--- src/rtl/tcce_pkg.sv ---
package tcce_pkg;

   // Character codes with a special meaning.
   localparam logic [7:0] CH_ESC   = 8'd27;
   localparam logic [7:0] CH_NL    = 8'd10;
   localparam logic [7:0] CH_TAB   = 8'd9;
   localparam logic [7:0] CH_BS    = 8'd8;
   localparam logic [7:0] CH_SPACE = 8'd32;

   localparam logic [23:0] COLOR_BLACK = 24'h000000;

   // A tab advances by four cells, done as a shift by two.
   localparam int TAB_SHIFT = 2;

   // Result action codes.
   localparam logic [1:0] ACT_NONE  = 2'd0;
   localparam logic [1:0] ACT_GLYPH = 2'd1;
   localparam logic [1:0] ACT_FILL  = 2'd2;

   // Request opcodes.
   localparam logic OP_CHAR  = 1'b0;
   localparam logic OP_CLEAR = 1'b1;

   // Configuration register indexes.
   localparam int CSR_IDX_W = 3;
   localparam logic [CSR_IDX_W-1:0] CSR_SCREEN_W = 3'd0;
   localparam logic [CSR_IDX_W-1:0] CSR_SCREEN_H = 3'd1;
   localparam logic [CSR_IDX_W-1:0] CSR_CELL_W   = 3'd2;
   localparam logic [CSR_IDX_W-1:0] CSR_CELL_H   = 3'd3;
   localparam logic [CSR_IDX_W-1:0] CSR_BG       = 3'd4;

   // Field widths.
   localparam int SCREEN_W  = 16;
   localparam int CELL_W    = 10;
   localparam int COLOR_W   = 24;
   localparam int OUT_XY_W  = 16;
   localparam int CSR_DATA_W = 24;
   localparam int REQ_DATA_W = 32;
   localparam int RSP_DATA_W = 120;

   // Reset values of the configuration registers.
   localparam logic [SCREEN_W-1:0] SCREEN_W_RST = 16'd1024;
   localparam logic [SCREEN_W-1:0] SCREEN_H_RST = 16'd768;
   localparam logic [CELL_W-1:0]   CELL_W_RST   = 10'd8;
   localparam logic [CELL_W-1:0]   CELL_H_RST   = 10'd16;
   localparam logic [COLOR_W-1:0]  BG_RST       = 24'd0;

   // Commands from the controller to the datapath.
   typedef struct packed {
      logic capture;
      logic div_start;
      logic div_step;
      logic commit;
   } ctrl_cmd_type;

   // Status from the datapath to the controller.
   typedef struct packed {
      logic need_align;
      logic div_done;
      logic out_free;
   } ctrl_status_type;

endpackage

--- src/rtl/text_console_cursor_engine.sv ---
// Text console cursor engine: takes one request at a time (a character or a
// clear command) and returns one draw result per request, carrying the glyph
// or fill to draw and the pixel cursor after the request. An accepted request
// is registered, evaluated, and its result loaded into the output register in
// the commit state once that register is free; only then is the next request
// accepted. A backspace at the start of a line first runs the bit-serial
// remainder unit that aligns the cursor to the last cell of the line above.
// The next request is accepted while a result still waits in the output
// register; its own result then waits until the output register is taken.
// Configuration writes are always ready and should only be issued while no
// request is in flight.
module text_console_cursor_engine
   import tcce_pkg::*;
#(
   parameter int COORD_BITS = 16
)
(
   input  logic                  clock,
   input  logic                  reset,
   // Configuration write channel.
   input  logic                  csr_valid,
   output logic                  csr_ready,
   input  logic [CSR_IDX_W-1:0]  csr_index,
   input  logic [CSR_DATA_W-1:0] csr_data,
   // Request channel.
   input  logic                  req_tvalid,
   output logic                  req_tready,
   input  logic [REQ_DATA_W-1:0] req_tdata,  // char_code[7:0], fg_color[31:8]
   input  logic                  req_tuser,  // op
   input  logic                  req_tlast,  // last_char
   // Result channel.
   output logic                  rsp_tvalid,
   input  logic                  rsp_tready,
   // glyph[7:0], draw_fg[31:8], draw_bg[55:32], draw_x[71:56], draw_y[87:72],
   // cursor_x[103:88], cursor_y[119:104]
   output logic [RSP_DATA_W-1:0] rsp_tdata,
   output logic [1:0]            rsp_tuser,  // action
   output logic                  rsp_tlast   // write_done
);

   ctrl_cmd_type    cmd;
   ctrl_status_type status;

   assign csr_ready = 1'b1;

   tcce_controller u_ctrl (
      .clock      (clock),
      .reset      (reset),
      .req_tvalid (req_tvalid),
      .req_tready (req_tready),
      .status     (status),
      .cmd        (cmd)
   );

   tcce_datapath #(
      .COORD_BITS (COORD_BITS)
   ) u_dp (
      .clock      (clock),
      .reset      (reset),
      .csr_write  (csr_valid && csr_ready),
      .csr_index  (csr_index),
      .csr_data   (csr_data),
      .req_tdata  (req_tdata),
      .req_tuser  (req_tuser),
      .req_tlast  (req_tlast),
      .cmd        (cmd),
      .status     (status),
      .rsp_tvalid (rsp_tvalid),
      .rsp_tready (rsp_tready),
      .rsp_tdata  (rsp_tdata),
      .rsp_tuser  (rsp_tuser),
      .rsp_tlast  (rsp_tlast)
   );

endmodule

--- src/rtl/tcce_controller.sv ---
module tcce_controller
   import tcce_pkg::*;
(
   input  logic            clock,
   input  logic            reset,
   input  logic            req_tvalid,
   output logic            req_tready,
   input  ctrl_status_type status,
   output ctrl_cmd_type    cmd
);

   localparam logic [1:0] ST_IDLE   = 2'd0;
   localparam logic [1:0] ST_EVAL   = 2'd1;
   localparam logic [1:0] ST_ALIGN  = 2'd2;
   localparam logic [1:0] ST_COMMIT = 2'd3;

   logic [1:0] state_ff;
   logic [1:0] state_in;

   assign req_tready = (state_ff == ST_IDLE);

   // Next state and command decode.
   always_comb begin
      state_in = state_ff;
      cmd      = '0;
      unique case (state_ff)
         ST_IDLE: begin
            if (req_tvalid) begin
               cmd.capture = 1'b1;
               state_in    = ST_EVAL;
            end
         end
         ST_EVAL: begin
            if (status.need_align) begin
               cmd.div_start = 1'b1;
               state_in      = ST_ALIGN;
            end else begin
               state_in = ST_COMMIT;
            end
         end
         ST_ALIGN: begin
            if (status.div_done) begin
               state_in = ST_COMMIT;
            end else begin
               cmd.div_step = 1'b1;
            end
         end
         ST_COMMIT: begin
            if (status.out_free) begin
               cmd.commit = 1'b1;
               state_in   = ST_IDLE;
            end
         end
         default: state_in = ST_IDLE;
      endcase
   end

   always_ff @(posedge clock) begin
      if (reset) begin
         state_ff <= ST_IDLE;
      end else begin
         state_ff <= state_in;
      end
   end

endmodule

--- src/rtl/tcce_datapath.sv ---
module tcce_datapath
   import tcce_pkg::*;
#(
   parameter int COORD_BITS = 16
)
(
   input  logic                  clock,
   input  logic                  reset,
   input  logic                  csr_write,
   input  logic [CSR_IDX_W-1:0]  csr_index,
   input  logic [CSR_DATA_W-1:0] csr_data,
   input  logic [REQ_DATA_W-1:0] req_tdata,
   input  logic                  req_tuser,
   input  logic                  req_tlast,
   input  ctrl_cmd_type          cmd,
   output ctrl_status_type       status,
   output logic                  rsp_tvalid,
   input  logic                  rsp_tready,
   output logic [RSP_DATA_W-1:0] rsp_tdata,
   output logic [1:0]            rsp_tuser,
   output logic                  rsp_tlast
);

   localparam int SUM_W = SCREEN_W + 1;
   localparam int CNT_W = $clog2(COORD_BITS + 1);

   // Configuration registers.
   logic [SCREEN_W-1:0] screen_w_ff, screen_w_in;
   logic [SCREEN_W-1:0] screen_h_ff, screen_h_in;
   logic [CELL_W-1:0]   cell_w_ff, cell_w_in;
   logic [CELL_W-1:0]   cell_h_ff, cell_h_in;
   logic [COLOR_W-1:0]  bg_ff, bg_in;

   // Captured request.
   logic               op_ff, op_in;
   logic [7:0]         ch_ff, ch_in;
   logic [COLOR_W-1:0] fg_ff, fg_in;
   logic               last_ff, last_in;

   // Cursor and halt state.
   logic [COORD_BITS-1:0] x_ff, x_in;
   logic [COORD_BITS-1:0] y_ff, y_in;
   logic                  halt_ff, halt_in;

   // Alignment remainder unit.
   logic [COORD_BITS-1:0] nx_ff, nx_in;
   logic [COORD_BITS-1:0] src_ff, src_in;
   logic [CELL_W-1:0]     rem_ff, rem_in;
   logic [CNT_W-1:0]      cnt_ff, cnt_in;

   // Result register.
   logic                  rsp_valid_ff, rsp_valid_in;
   logic [RSP_DATA_W-1:0] rsp_data_ff, rsp_data_in;
   logic [1:0]            rsp_act_ff, rsp_act_in;
   logic                  rsp_last_ff, rsp_last_in;

   // Step evaluation signals.
   logic                  active;
   logic                  wrap_hit;
   logic                  off_bottom;
   logic [COORD_BITS-1:0] wx, wy;
   logic [COORD_BITS-1:0] align_x;
   logic [COORD_BITS-1:0] new_x, new_y;
   logic                  new_halt;
   logic [1:0]            act;
   logic [7:0]            glyph;
   logic [COLOR_W-1:0]    dfg, dbg;
   logic [COORD_BITS-1:0] dx, dy;
   logic [CELL_W:0]       trial;
   logic                  fits;

   // Configuration writes; indexes past the list are dropped.
   always_comb begin
      screen_w_in = screen_w_ff;
      screen_h_in = screen_h_ff;
      cell_w_in   = cell_w_ff;
      cell_h_in   = cell_h_ff;
      bg_in       = bg_ff;
      if (csr_write) begin
         unique case (csr_index)
            CSR_SCREEN_W: screen_w_in = csr_data[SCREEN_W-1:0];
            CSR_SCREEN_H: screen_h_in = csr_data[SCREEN_W-1:0];
            CSR_CELL_W:   cell_w_in   = csr_data[CELL_W-1:0];
            CSR_CELL_H:   cell_h_in   = csr_data[CELL_W-1:0];
            CSR_BG:       bg_in       = csr_data[COLOR_W-1:0];
            default: ;
         endcase
      end
   end

   // Request capture.
   always_comb begin
      op_in   = op_ff;
      ch_in   = ch_ff;
      fg_in   = fg_ff;
      last_in = last_ff;
      if (cmd.capture) begin
         op_in   = req_tuser;
         ch_in   = req_tdata[7:0];
         fg_in   = req_tdata[31:8];
         last_in = req_tlast;
      end
   end

   // Right-edge wrap first, then the bottom-edge test on the wrapped line.
   assign active   = (op_ff == OP_CHAR) && !halt_ff && (ch_ff != CH_ESC);
   assign wrap_hit = (SUM_W'(x_ff) + SUM_W'(cell_w_ff)) > SUM_W'(screen_w_ff);
   assign wx       = wrap_hit ? '0 : x_ff;
   assign wy       = wrap_hit ? (y_ff + COORD_BITS'(cell_h_ff)) : y_ff;
   assign off_bottom = (SUM_W'(wy) + SUM_W'(cell_h_ff)) > SUM_W'(screen_h_ff);

   // Backspace at line start needs the aligned last cell of the line above.
   assign status.need_align = active && !off_bottom && (ch_ff == CH_BS) &&
                              (wx == '0) && (wy != '0);
   assign align_x = (cell_w_ff == '0) ? nx_ff : (nx_ff - COORD_BITS'(rem_ff));

   // Item result and next cursor state.
   always_comb begin
      new_x    = x_ff;
      new_y    = y_ff;
      new_halt = halt_ff;
      act      = ACT_NONE;
      glyph    = '0;
      dfg      = '0;
      dbg      = '0;
      dx       = '0;
      dy       = '0;
      if (op_ff == OP_CLEAR) begin
         act      = ACT_FILL;
         dbg      = bg_ff;
         new_x    = '0;
         new_y    = '0;
         new_halt = 1'b0;
      end else if (active) begin
         new_x = wx;
         new_y = wy;
         if (off_bottom) begin
            new_halt = 1'b1;
         end else if (ch_ff == CH_NL) begin
            new_x = '0;
            new_y = wy + COORD_BITS'(cell_h_ff);
         end else if (ch_ff == CH_TAB) begin
            new_x = wx + (COORD_BITS'(cell_w_ff) << TAB_SHIFT);
         end else if (ch_ff == CH_BS) begin
            if (wx != '0) begin
               new_x = wx - COORD_BITS'(cell_w_ff);
            end else if (wy != '0) begin
               new_y = wy - COORD_BITS'(cell_h_ff);
               new_x = align_x;
            end
            act   = ACT_GLYPH;
            glyph = CH_SPACE;
            dfg   = COLOR_BLACK;
            dbg   = bg_ff;
            dx    = new_x;
            dy    = new_y;
         end else begin
            act   = ACT_GLYPH;
            glyph = ch_ff;
            dfg   = fg_ff;
            dbg   = bg_ff;
            dx    = wx;
            dy    = wy;
            new_x = wx + COORD_BITS'(cell_w_ff);
         end
      end
      // The end of a write request always releases the halt.
      if (op_ff == OP_CHAR && last_ff) begin
         new_halt = 1'b0;
      end
   end

   // Restoring remainder by the cell width, one dividend bit per cycle.
   assign trial = {rem_ff, src_ff[COORD_BITS-1]};
   assign fits  = trial >= {1'b0, cell_w_ff};

   always_comb begin
      nx_in  = nx_ff;
      src_in = src_ff;
      rem_in = rem_ff;
      cnt_in = cnt_ff;
      if (cmd.div_start) begin
         nx_in  = screen_w_ff[COORD_BITS-1:0] - COORD_BITS'(cell_w_ff);
         src_in = screen_w_ff[COORD_BITS-1:0] - COORD_BITS'(cell_w_ff);
         rem_in = '0;
         cnt_in = CNT_W'(COORD_BITS);
      end else if (cmd.div_step) begin
         src_in = {src_ff[COORD_BITS-2:0], 1'b0};
         rem_in = fits ? CELL_W'(trial - {1'b0, cell_w_ff}) : trial[CELL_W-1:0];
         cnt_in = cnt_ff - CNT_W'(1);
      end
   end

   assign status.div_done = (cnt_ff == '0);

   // Cursor update and result register load.
   assign status.out_free = !rsp_valid_ff || rsp_tready;

   always_comb begin
      x_in         = x_ff;
      y_in         = y_ff;
      halt_in      = halt_ff;
      rsp_valid_in = rsp_valid_ff && !rsp_tready;
      rsp_data_in  = rsp_data_ff;
      rsp_act_in   = rsp_act_ff;
      rsp_last_in  = rsp_last_ff;
      if (cmd.commit) begin
         x_in         = new_x;
         y_in         = new_y;
         halt_in      = new_halt;
         rsp_valid_in = 1'b1;
         rsp_act_in   = act;
         rsp_last_in  = last_ff;
         rsp_data_in  = {OUT_XY_W'(new_y), OUT_XY_W'(new_x),
                         OUT_XY_W'(dy), OUT_XY_W'(dx), dbg, dfg, glyph};
      end
   end

   always_ff @(posedge clock) begin
      if (reset) begin
         screen_w_ff  <= SCREEN_W_RST;
         screen_h_ff  <= SCREEN_H_RST;
         cell_w_ff    <= CELL_W_RST;
         cell_h_ff    <= CELL_H_RST;
         bg_ff        <= BG_RST;
         x_ff         <= '0;
         y_ff         <= '0;
         halt_ff      <= 1'b0;
         cnt_ff       <= '0;
         rsp_valid_ff <= 1'b0;
      end else begin
         screen_w_ff  <= screen_w_in;
         screen_h_ff  <= screen_h_in;
         cell_w_ff    <= cell_w_in;
         cell_h_ff    <= cell_h_in;
         bg_ff        <= bg_in;
         x_ff         <= x_in;
         y_ff         <= y_in;
         halt_ff      <= halt_in;
         cnt_ff       <= cnt_in;
         rsp_valid_ff <= rsp_valid_in;
      end
   end

   // Payload registers.
   always_ff @(posedge clock) begin
      op_ff       <= op_in;
      ch_ff       <= ch_in;
      fg_ff       <= fg_in;
      last_ff     <= last_in;
      nx_ff       <= nx_in;
      src_ff      <= src_in;
      rem_ff      <= rem_in;
      rsp_data_ff <= rsp_data_in;
      rsp_act_ff  <= rsp_act_in;
      rsp_last_ff <= rsp_last_in;
   end

   assign rsp_tvalid = rsp_valid_ff;
   assign rsp_tdata  = rsp_data_ff;
   assign rsp_tuser  = rsp_act_ff;
   assign rsp_tlast  = rsp_last_ff;

endmodule
--- config.mk ---
export PLATFORM = sky130hd
export DESIGN_NAME = text_console_cursor_engine
export DESIGN_NICKNAME = d
export VERILOG_FILES = /design/src/rtl/tcce_pkg.sv /design/src/rtl/text_console_cursor_engine.sv /design/src/rtl/tcce_controller.sv /design/src/rtl/tcce_datapath.sv
export SDC_FILE = /design/constraint.sdc
export NUM_CORES = 1
export LEC_CHECK = 0
export BUFFER_PORTS_ARGS = -buffer_cell sky130_fd_sc_hd__buf_2
export CORE_MARGIN = 2
export CORE_UTILIZATION = 40
export CTS_CLUSTER_DIAMETER = 150
export DETAILED_ROUTE_END_ITERATION = 8
export HOLD_SLACK_MARGIN = 0.08
export SLEW_MARGIN = 30
export SYNTH_ARGS = -nofsm -noshare
export SYNTH_HDL_FRONTEND = slang
export SYNTH_SLANG_ARGS = --single-unit
--- constraint.sdc ---
create_clock -name clock -period 22 [get_ports clock]
set_clock_uncertainty 0.2 [all_clocks]
set_input_delay 5.5 -clock clock [delete_from_list [all_inputs] [get_ports clock]]
set_output_delay 5.5 -clock clock [all_outputs]
set_load 0.03 [all_outputs]
# After elaboration in Yosys (flattened, before gate mapping)
# Index checks and enable logic that the tools add are counted.
# totals
register_bits	316
input_bits	66
word_cells	143
# op_classes
add_sub_neg	12
order_cmp	3
eq_ne	14
muxes	53
n_bitwise	2
n_reduce_logical	34
# op_table
operator	n
2-to-1 mux 16 bit	22
2-to-1 mux 24 bit	5
subtractor 16 x 10 -> 16 bit	4
adder 16 x 10 -> 16 bit	3
adder 16 x 10 -> 17 bit	2
greater-than comparator 17 x 16 -> 1 bit	2
nonzero test 16 bit	2
equality test 8 x 4 -> 1 bit, second input constant	3
adder 16 x 12 -> 16 bit	1
zero test 16 bit	1
2-to-1 mux 1 bit	15
2-to-1 mux 2 bit	6
>= comparator 11 x 10 -> 1 bit	1
zero test 10 bit	1
2-to-1 mux 10 bit	1
2-to-1 mux 5 bit	2
AND reduction 2 bit	5
subtractor 10 bit	1
logical AND 1 bit	8
!= test 8 x 5 -> 1 bit, second input constant	1
one-hot mux 2 bit (4 select lines)	1
equality test 3 x 2 -> 1 bit, second input constant	2
2-to-1 mux 6 bit	1
!= test 2 bit, second input constant	3
18 further kinds	25

# Depth between registers and ports, before layout
# Gate-level depths: netlist of the first run.
# logic_depth
ltp_word	13
ltp_mapped	48

# Cells and area by module
# Synthesis of the first run repeated with hierarchy kept, for this count alone.
# hier_totals
cells_unflattened	2224
hier_area_um2	20273.2
# by_module_without_submodules
mod	instances	cells_each	area_per_inst_um2	seq_area_each_um2
tcce_datapath	1	2198	20039.2	8177.8
tcce_controller	1	24	222.7	40.0
text_console_cursor_engine	1	2	11.3	0.0

# Worst setup path after synthesis of the first run
# OpenSTA, ideal clock, no wires.
# synth_path
path_kind	input to register
from	input rsp_tready
to	register u_dp.x_ff[1]
setup_time_ns	0.122
t_arrival_ns	9.781
setup_slack_ns	11.898
cell_stages	6
cell_sequence	nand2b_1 > nand2_1 > inv_1 > clkbuf_1 > o21ai_0 > a31oi_1
# synth_lines
element	line	rtl
start, declared	text_console_cursor_engine.sv:33	input logic rsp_tready,
end signal, assigned	tcce_datapath.sv:237	x_ff <= x_in;
end, declared	tcce_datapath.sv:41	logic [COORD_BITS-1:0] x_ff, x_in;

# Worst setup path in the final report of the first run
# layout_path
from	register u_dp.cell_w_ff[1]
to	register u_dp.rsp_data_ff[41], in the netlist u_dp.rsp_tdata[41] (data pin)
# layout_between
elab_chain_len	8
# layout_lines
element	line	rtl
start, declared	tcce_datapath.sv:30	logic [CELL_W-1:0] cell_w_ff, cell_w_in;
start signal, assigned	tcce_datapath.sv:234	cell_w_ff <= cell_w_in;
adder 16 x 10 -> 17 bit	tcce_datapath.sv:107	assign wrap_hit = (SUM_W'(x_ff) + SUM_W'(cell_w_ff)) > SUM_W'(screen_w_ff);
greater-than comparator 17 x 16 -> 1 bit	tcce_datapath.sv:107	
2-to-1 mux 16 bit	tcce_datapath.sv:109	assign wy = wrap_hit ? (y_ff + COORD_BITS'(cell_h_ff)) : y_ff;
adder 16 x 10 -> 17 bit	tcce_datapath.sv:110	assign off_bottom = (SUM_W'(wy) + SUM_W'(cell_h_ff)) > SUM_W'(screen_h_ff);
greater-than comparator 17 x 16 -> 1 bit	tcce_datapath.sv:110	
2-to-1 mux 24 bit	tcce_datapath.sv:137	if (off_bottom) begin
2-to-1 mux 24 bit	tcce_datapath.sv:134	end else if (active) begin
2-to-1 mux 24 bit	tcce_datapath.sv:128	if (op_ff == OP_CLEAR) begin
named net u_dp.dbg[9]	tcce_datapath.sv:67	logic [COLOR_W-1:0] dfg, dbg;
end signal, assigned	tcce_datapath.sv:254	rsp_data_ff <= rsp_data_in;
end, declared	tcce_datapath.sv:53	logic [RSP_DATA_W-1:0] rsp_data_ff, rsp_data_in;
# The timed path passes the listed nets, and every way through them passes these cells.
# A chain may end at the register's enable or synchronous reset.

==> results.py, run 1 <==
metrics = {
    "status": {
        "status": "completed",
    },
    "global_routing": {
        "antenna_found_initial": 1,
        "grt_use_total": 0.255,
        "grt_overflow": 0,
        "grt_max_degree": 79,
        "grt_pass1_wl_mm": 102,
        "grt_pass1_vias": 16900,
    },
    "cells_and_area": {
        "area_growth_syn_to_layout_pct": 14.2,
        "nFillCells": 4792,
        "multi_input_area_sq_mm": 0.0109,
        "fin_util": 0.460,
        "layout_common_cells": "nand2_1 (314), buf_2 (190), a21oi_1 (189), edfxtp_1 (189), inv_1 (142)",
        "seq_area_sq_mm": 0.00822,
        "stdcell_count": 3079,
        "nets": 2591,
        "layout_commonest_cell": "nand2_1",
        "drive_above_1_share": 0.138,
        "design_area_sq_mm": 0.0229,
    },
    "die": {
        "dieArea_sq_mm": 0.0519,
        "num_rows": 82,
        "die_h_um": 228,
        "initial_utilization": 0.402,
        "ioPinCount": 192,
        "fp.coreArea_sq_mm": 0.0498,
        "die_x_um": 228,
    },
    "logic_synthesis": {
        "synth-async-reset-ratio": 0,
        "synthDistinctLibCells": 94,
        "synth-edff-count": 189,
        "yosysWarnings": 0,
        "synth_top_family_by_area": "compound AO/OA/AOI/OAI gates",
        "synth_compound_area_frac": 0.193,
        "syn_inst": 2227,
        "synth-seq-cells": 316,
        "synth_ff_type": "edfxtp_1",
        "syn_area_per_cell_sq_um": 8.99,
        "syn-num-nets": 2442,
        "ys_seq_area_frac": 0.410,
        "synthMuxAreaShare": 0.0240,
        "synthAdderAreaFrac": 0.0968,
        "syn-cell-area_sq_mm": 0.0200,
        "synth_xor_area_frac": 0.0446,
        "synthSimpleGateAreaFrac": 0.181,
    },
    "place": {
        "detailed_place_hpwl_mm": 50.5,
        "globalplace.congestion": 0.958,
        "placed_area_sq_mm": 0.0216,
        "portBuffers": 190,
        "place_inst": 3009,
        "preCtsSetupSlack_ns": 11.25,
    },
    "timing": {
        "rsz0062_at_grt": "no",
        "period_minus_slack_ns": 10.60,
        "timing.hold.ws_ns": 0.248,
        "period_share": 0.482,
        "fin_ws_ns": 11.40,
        "tns_ns": 0,
        "fmax_ghz": 0.0944,
        "setup_viol": 0,
        "finalHoldViolCount": 0,
        "relSlewSlack": 0.371,
        "slew_violations": 0,
        "tightest_slew_ns": 0.938,
    },
    "critical_path": {
        "worstSetupStartpointType": "flip-flop",
        "slowest_stage": "nor3_1",
        "required_ns": 22.08,
        "cp-end-kind": "flip-flop",
        "arrival_ns": 10.68,
        "crit_fanout": 30,
        "max_stage_delay_ns": 0.70,
        "path_class": "flip-flop to flip-flop",
        "crit_start": "u_dp.cell_w_ff[1]$_SDFFE_PP0P_",
        "reg2reg_from": "u_dp.cell_w_ff[1]$_SDFFE_PP0P_",
    },
    "drt": {
        "avgViaCountPerCell": 5.73,
        "drtIter0Drc": 1612,
        "routed-via-count": 17700,
        "route.detailed.drc": 0,
        "first_pass_iters": 5,
        "ant_nets": 0,
        "wirelength_mm": 68.3,
        "avgRoutedWirePerCell_um": 22.2,
    },
    "clocking": {
        "cts_resized": 0,
        "clk_pin_slew_ns": 0.06,
        "hold_buffers": 0,
        "htree_levels": 2,
        "cts-root-buf": "clkbuf_16",
        "postCtsSetupBuffers": 0,
        "clock_sinks": 316,
        "cts_tree": "done",
        "clock_insertion_delay_worst_skew_ns": 0.56,
        "cts_made_buffers": 37,
        "clk_path_buf_depth": 3,
    },
    "pwr": {
        "power.share.clock": 0.288,
        "fin_total_pwr_mw": 2.19,
        "pwr-share-comb": 0.371,
        "ir_worst_vdd_uv": 52.3,
        "seqPwrFrac": 0.341,
        "swShare": 0.396,
        "power.leakage_nw": 9.19,
        "cellPowerDensity_mw_per_mm2": 95.6,
        "p_switching_mw": 0.866,
        "intPower_mw": 1.32,
    },
    "worst_hold_path": {
        "holdCritPathClass": "flip-flop to flip-flop",
        "min_from": "u_dp.bg_ff[19]$_SDFFE_PP0P_",
    },
    "job": {
        "drv_cap": 0,
    },
}
==> worst max-delay path: cells and delay by family (launching register included) <==
| kind | cells | cell delay [ns] |
|---|---|---|
| adder cells (fa/ha/maj) | 4 | 1.33 |
| buffers and inverters | 4 | 1.14 |
| flip-flops | 1 | 0.63 |
| AND/OR/NAND/NOR | 12 | 2.80 |
| AO/OA/AOI/OAI | 20 | 3.59 |
| XOR/XNOR | 2 | 0.31 |
| multiplexers | 1 | 0.33 |
==> path summary, 6_finish.rpt <==
kind | to | slack (ns) | cells past startpoint
worst min-delay path | u_dp.bg_ff[19]$_SDFFE_PP0P_ | 0.25 | 2
worst max-delay path | u_dp.rsp_tdata[41]$_DFFE_PP_ | 11.40 | 43
worst min register to register | u_dp.bg_ff[19]$_SDFFE_PP0P_ | 0.25 | 2
worst max register to register | u_dp.rsp_tdata[41]$_DFFE_PP_ | 11.40 | 43
==> power groups by stage <==
stage	clock (mW)	combinational [mW]	sequential, mW
after floorplan	0	0.493	0.805
after global placement	0	0.787	0.756
after detailed placement	0	0.793	0.757
after CTS	0.645	0.797	0.745
after global routing	0.665	0.871	0.752
final	0.630	0.812	0.746
==> synthesized netlist by cell type, types with 14 or more instances <==
library cell  count  area share
o211ai_1         34       0.013
and2_1           52       0.016
clkbuf_1         81       0.015
o21ai_0         116       0.029
and3_1           24      0.0075
nor3_1           60       0.015
nand3_1          25      0.0062
nand2b_1         25      0.0078
inv_1           143       0.027
a211oi_1         30       0.011
nor4_1           15      0.0047
nand2_1         314       0.059
xor2_1           28       0.012
a21oi_1         189       0.047
a21o_1           24      0.0090
dfxtp_1         127        0.13
nor2_1          141       0.026
o21bai_1         16      0.0060
ha_1            139       0.087
nor2b_1          49       0.015
edfxtp_1        189        0.28
o21a_1           19      0.0071
mux2i_1          30       0.015
a31oi_1          18      0.0056
xnor2_1          74       0.032
buf_2            14      0.0035
==> routing by layer <==
| metal | track usage | part of all wire | up-vias |
|---|---|---|---|
| li1 | - | - | 8266 |
| met3 | 0.0574 | 0.091 | 146 |
| met5 | 0 | 0 | - |
| met4 | 0.0909 | 0.036 | 0 |
| met1 | 0.345 | 0.43 | 8420 |
| met2 | 0.399 | 0.44 | 826 |
==> area by class of cell <==
cell class | instances | share of cell area
Antenna cell | 2 | 0.000219
Clock buffer | 43 | 0.0428
Clock inverter | 25 | 0.0115
Inverter | 145 | 0.0240
Multi-Input combinational cell | 1659 | 0.475
Sequential cell | 316 | 0.359
Tap cell | 672 | 0.0368
Timing Repair Buffer | 217 | 0.0504
==> registers in the layout (all words and copies together) (netlist names), 2 cells and up <==
register          count
u_ctrl.state_ff       2
u_dp.bg_ff           24
u_dp.cell_h_ff       10
u_dp.cell_w_ff       10
u_dp.ch_ff            8
u_dp.cnt_ff           5
u_dp.fg_ff           24
u_dp.nx_ff           16
u_dp.rem_ff          10
u_dp.rsp_tdata      120
u_dp.rsp_tuser        2
u_dp.screen_h_ff     16
u_dp.screen_w_ff     16
u_dp.src_ff          16
u_dp.x_ff            16
u_dp.y_ff            16
==> cell families (layout without fill, tap and decap cells) <==
family / after synthesis / after routing
AOI/OAI and AO/OA: 594 / 594
xor gates and xnor gates: 102 / 102
adders and majority gates: 149 / 149
buffers and inverters: 252 / 430
DFF: 316 / 316
muxes: 46 / 46
other: 1 / 3
and+or+nand+nor: 767 / 767
No activity file was read; power rests on OpenSTA's default activity.
==> inputs of run 2 (changes only) <==
clock period = 10.5 ns   (was 22 ns; I/O delays follow)
==> results.py, run 2 (synthesized netlist as in run 1, its figures left out) <==
metrics = {
    "clocking": {
        "clock_sinks": 316,
        "clk_path_buf_depth": 3,
        "clock_insertion_delay_worst_skew_ns": 0.56,
        "cts_made_buffers": 38,
        "clk_pin_slew_ns": 0.06,
        "cts_tree": "done",
        "cts-root-buf": "clkbuf_16",
        "postCtsSetupBuffers": 0,
        "htree_levels": 2,
    },
    "critical_path": {
        "crit_fanout": 8,
        "arrival_ns": 9.91,
        "path_class": "flip-flop to flip-flop",
        "cp-end-kind": "flip-flop",
        "slowest_stage": "or3_1",
        "required_ns": 10.60,
        "max_stage_delay_ns": 0.64,
        "r2r_setup_slack_ns": 0.69,
        "worstSetupStartpointType": "flip-flop",
    },
    "drt": {
        "wirelength_mm": 67.2,
        "first_pass_iters": 5,
        "routed-via-count": 17700,
        "ant_nets": 0,
        "drtIter0Drc": 1551,
        "avgRoutedWirePerCell_um": 21.7,
        "route.detailed.drc": 0,
        "avgViaCountPerCell": 5.72,
    },
    "cells_and_area": {
        "diodes": 0,
        "largest_reg_flops": 120,
        "layout_commonest_cell": "nand2_1",
        "nFillCells": 4792,
        "drive_above_1_share": 0.141,
        "layout_common_cells": "nand2_1 (314), buf_2 (190), a21oi_1 (189), edfxtp_1 (189), inv_1 (142)",
        "area_growth_syn_to_layout_pct": 14.4,
        "design_area_sq_mm": 0.0229,
        "nets": 2603,
    },
    "global_routing": {
        "grt_max_degree": 83,
        "grt_use_total": 0.252,
        "grt_overflow": 0,
        "grt_pass1_wl_mm": 102,
        "grt_pass1_vias": 16700,
        "antenna_found_initial": 0,
    },
    "timing": {
        "tns_ns": 0,
        "finalHoldViolCount": 0,
        "period_minus_slack_ns": 9.81,
        "slew_violations": 0,
        "fmax_ghz": 0.102,
        "tightest_slew_ns": 0.966,
        "setup_viol": 0,
        "relSlewSlack": 0.356,
        "period_share": 0.934,
        "rsz0062_at_grt": "no",
    },
    "die": {
        "initial_utilization": 0.402,
        "num_rows": 82,
        "dieArea_sq_mm": 0.0519,
        "ioPinCount": 192,
        "die_h_um": 228,
        "die_x_um": 228,
        "fp.coreArea_sq_mm": 0.0498,
    },
    "pwr": {
        "cellPowerDensity_mw_per_mm2": 197,
        "power.leakage_nw": 9.23,
        "fin_total_pwr_mw": 4.52,
        "ir_worst_vdd_uv": 96.0,
    },
    "worst_hold_path": {
        "holdCritPathClass": "flip-flop to flip-flop",
    },
    "place": {
        "placed_area_sq_mm": 0.0217,
        "globalplace.congestion": 0.956,
        "detailed_place_hpwl_mm": 49.8,
        "portBuffers": 190,
    },
    "job": {
        "drv_cap": 0,
    },
    "status": {
        "status": "completed",
    },
}
## run 2: cell types whose count changed in the layout (fill, tap and decap cells not counted), sizes merged
| cell | before | now |
|---|---|---|
| buf | 217 | 228 |
| bufinv | 4 | 1 |
| diode | 2 | 0 |
| inv | 147 | 149 |
| clkbuf | 43 | 44 |
| clkinv | 17 | 18 |
| clkinvlp | 2 | 3 |
## run 2: path summary, 6_finish.rpt
kind                               start                          end  depth (start not counted)
max            u_dp.x_ff[1]$_SDFFE_PP0P_    u_dp.src_ff[15]$_DFFE_PP_                         40
min          u_dp.bg_ff[18]$_SDFFE_PP0P_  u_dp.bg_ff[18]$_SDFFE_PP0P_                          2
max reg2reg    u_dp.x_ff[1]$_SDFFE_PP0P_    u_dp.src_ff[15]$_DFFE_PP_                         40
min reg2reg  u_dp.bg_ff[18]$_SDFFE_PP0P_  u_dp.bg_ff[18]$_SDFFE_PP0P_                          2
## run 2: report_power, final
part           switching [mW]  total, mW  leakage [nW]  internal, mW
combinational            1.19       1.72          5.88         0.527
clock                   0.544       1.24         0.559         0.697
sequential             0.0712       1.56          2.79          1.49
## run 2: timing repair
item	CTS	global route
hold endpoints to repair	0	0
gates resized for setup	0	1
hold buffers	0	0
setup endpoints to repair	0	10
## run 2: layout make-up
type / instances / area, sq um / share of cell area
inverter: 145 / 549 / 0.0240
sequential: 316 / 8220 / 0.359
timing repair buffer: 228 / 1280 / 0.0559
tap: 672 / 841 / 0.0367
clock inverter: 26 / 184 / 0.00803
clock buffer: 44 / 973 / 0.0425
multi-input combinational: 1659 / 10900 / 0.474
## run 2: worst max-delay path, delay by kind of cell (launching register included)
family,cells,cell delay (ns)
AO/OA/AOI/OAI,22,4.34
AND/OR/NAND/NOR,9,2.28
adder cells (fa/ha/maj),4,1.19
multiplexers,2,0.66
flip-flops,1,0.40
XOR/XNOR,2,0.31
buffers and inverters,1,0.15
## run 2: metrics by stage
step	utilization	hold slack, ns	std cells	worst slack [ns]
4_1_cts	0.460	0.251	3090	0.788
6_report	0.461	0.249	3090	0.694
5_1_grt	0.461	0.266	3090	0.149
2_1_floorplan	-	0.227	2227	1.11
3_5_place_dp	0.437	0.243	3020	0.802
3_3_place_gp	0.436	0.237	3018	1.18
## run 2: per-layer routing
layer,global-route usage,part of all wire
met1,0.345,0.44
met5,0,0
met2,0.387,0.44
met4,0.0981,0.040
met3,0.0573,0.084
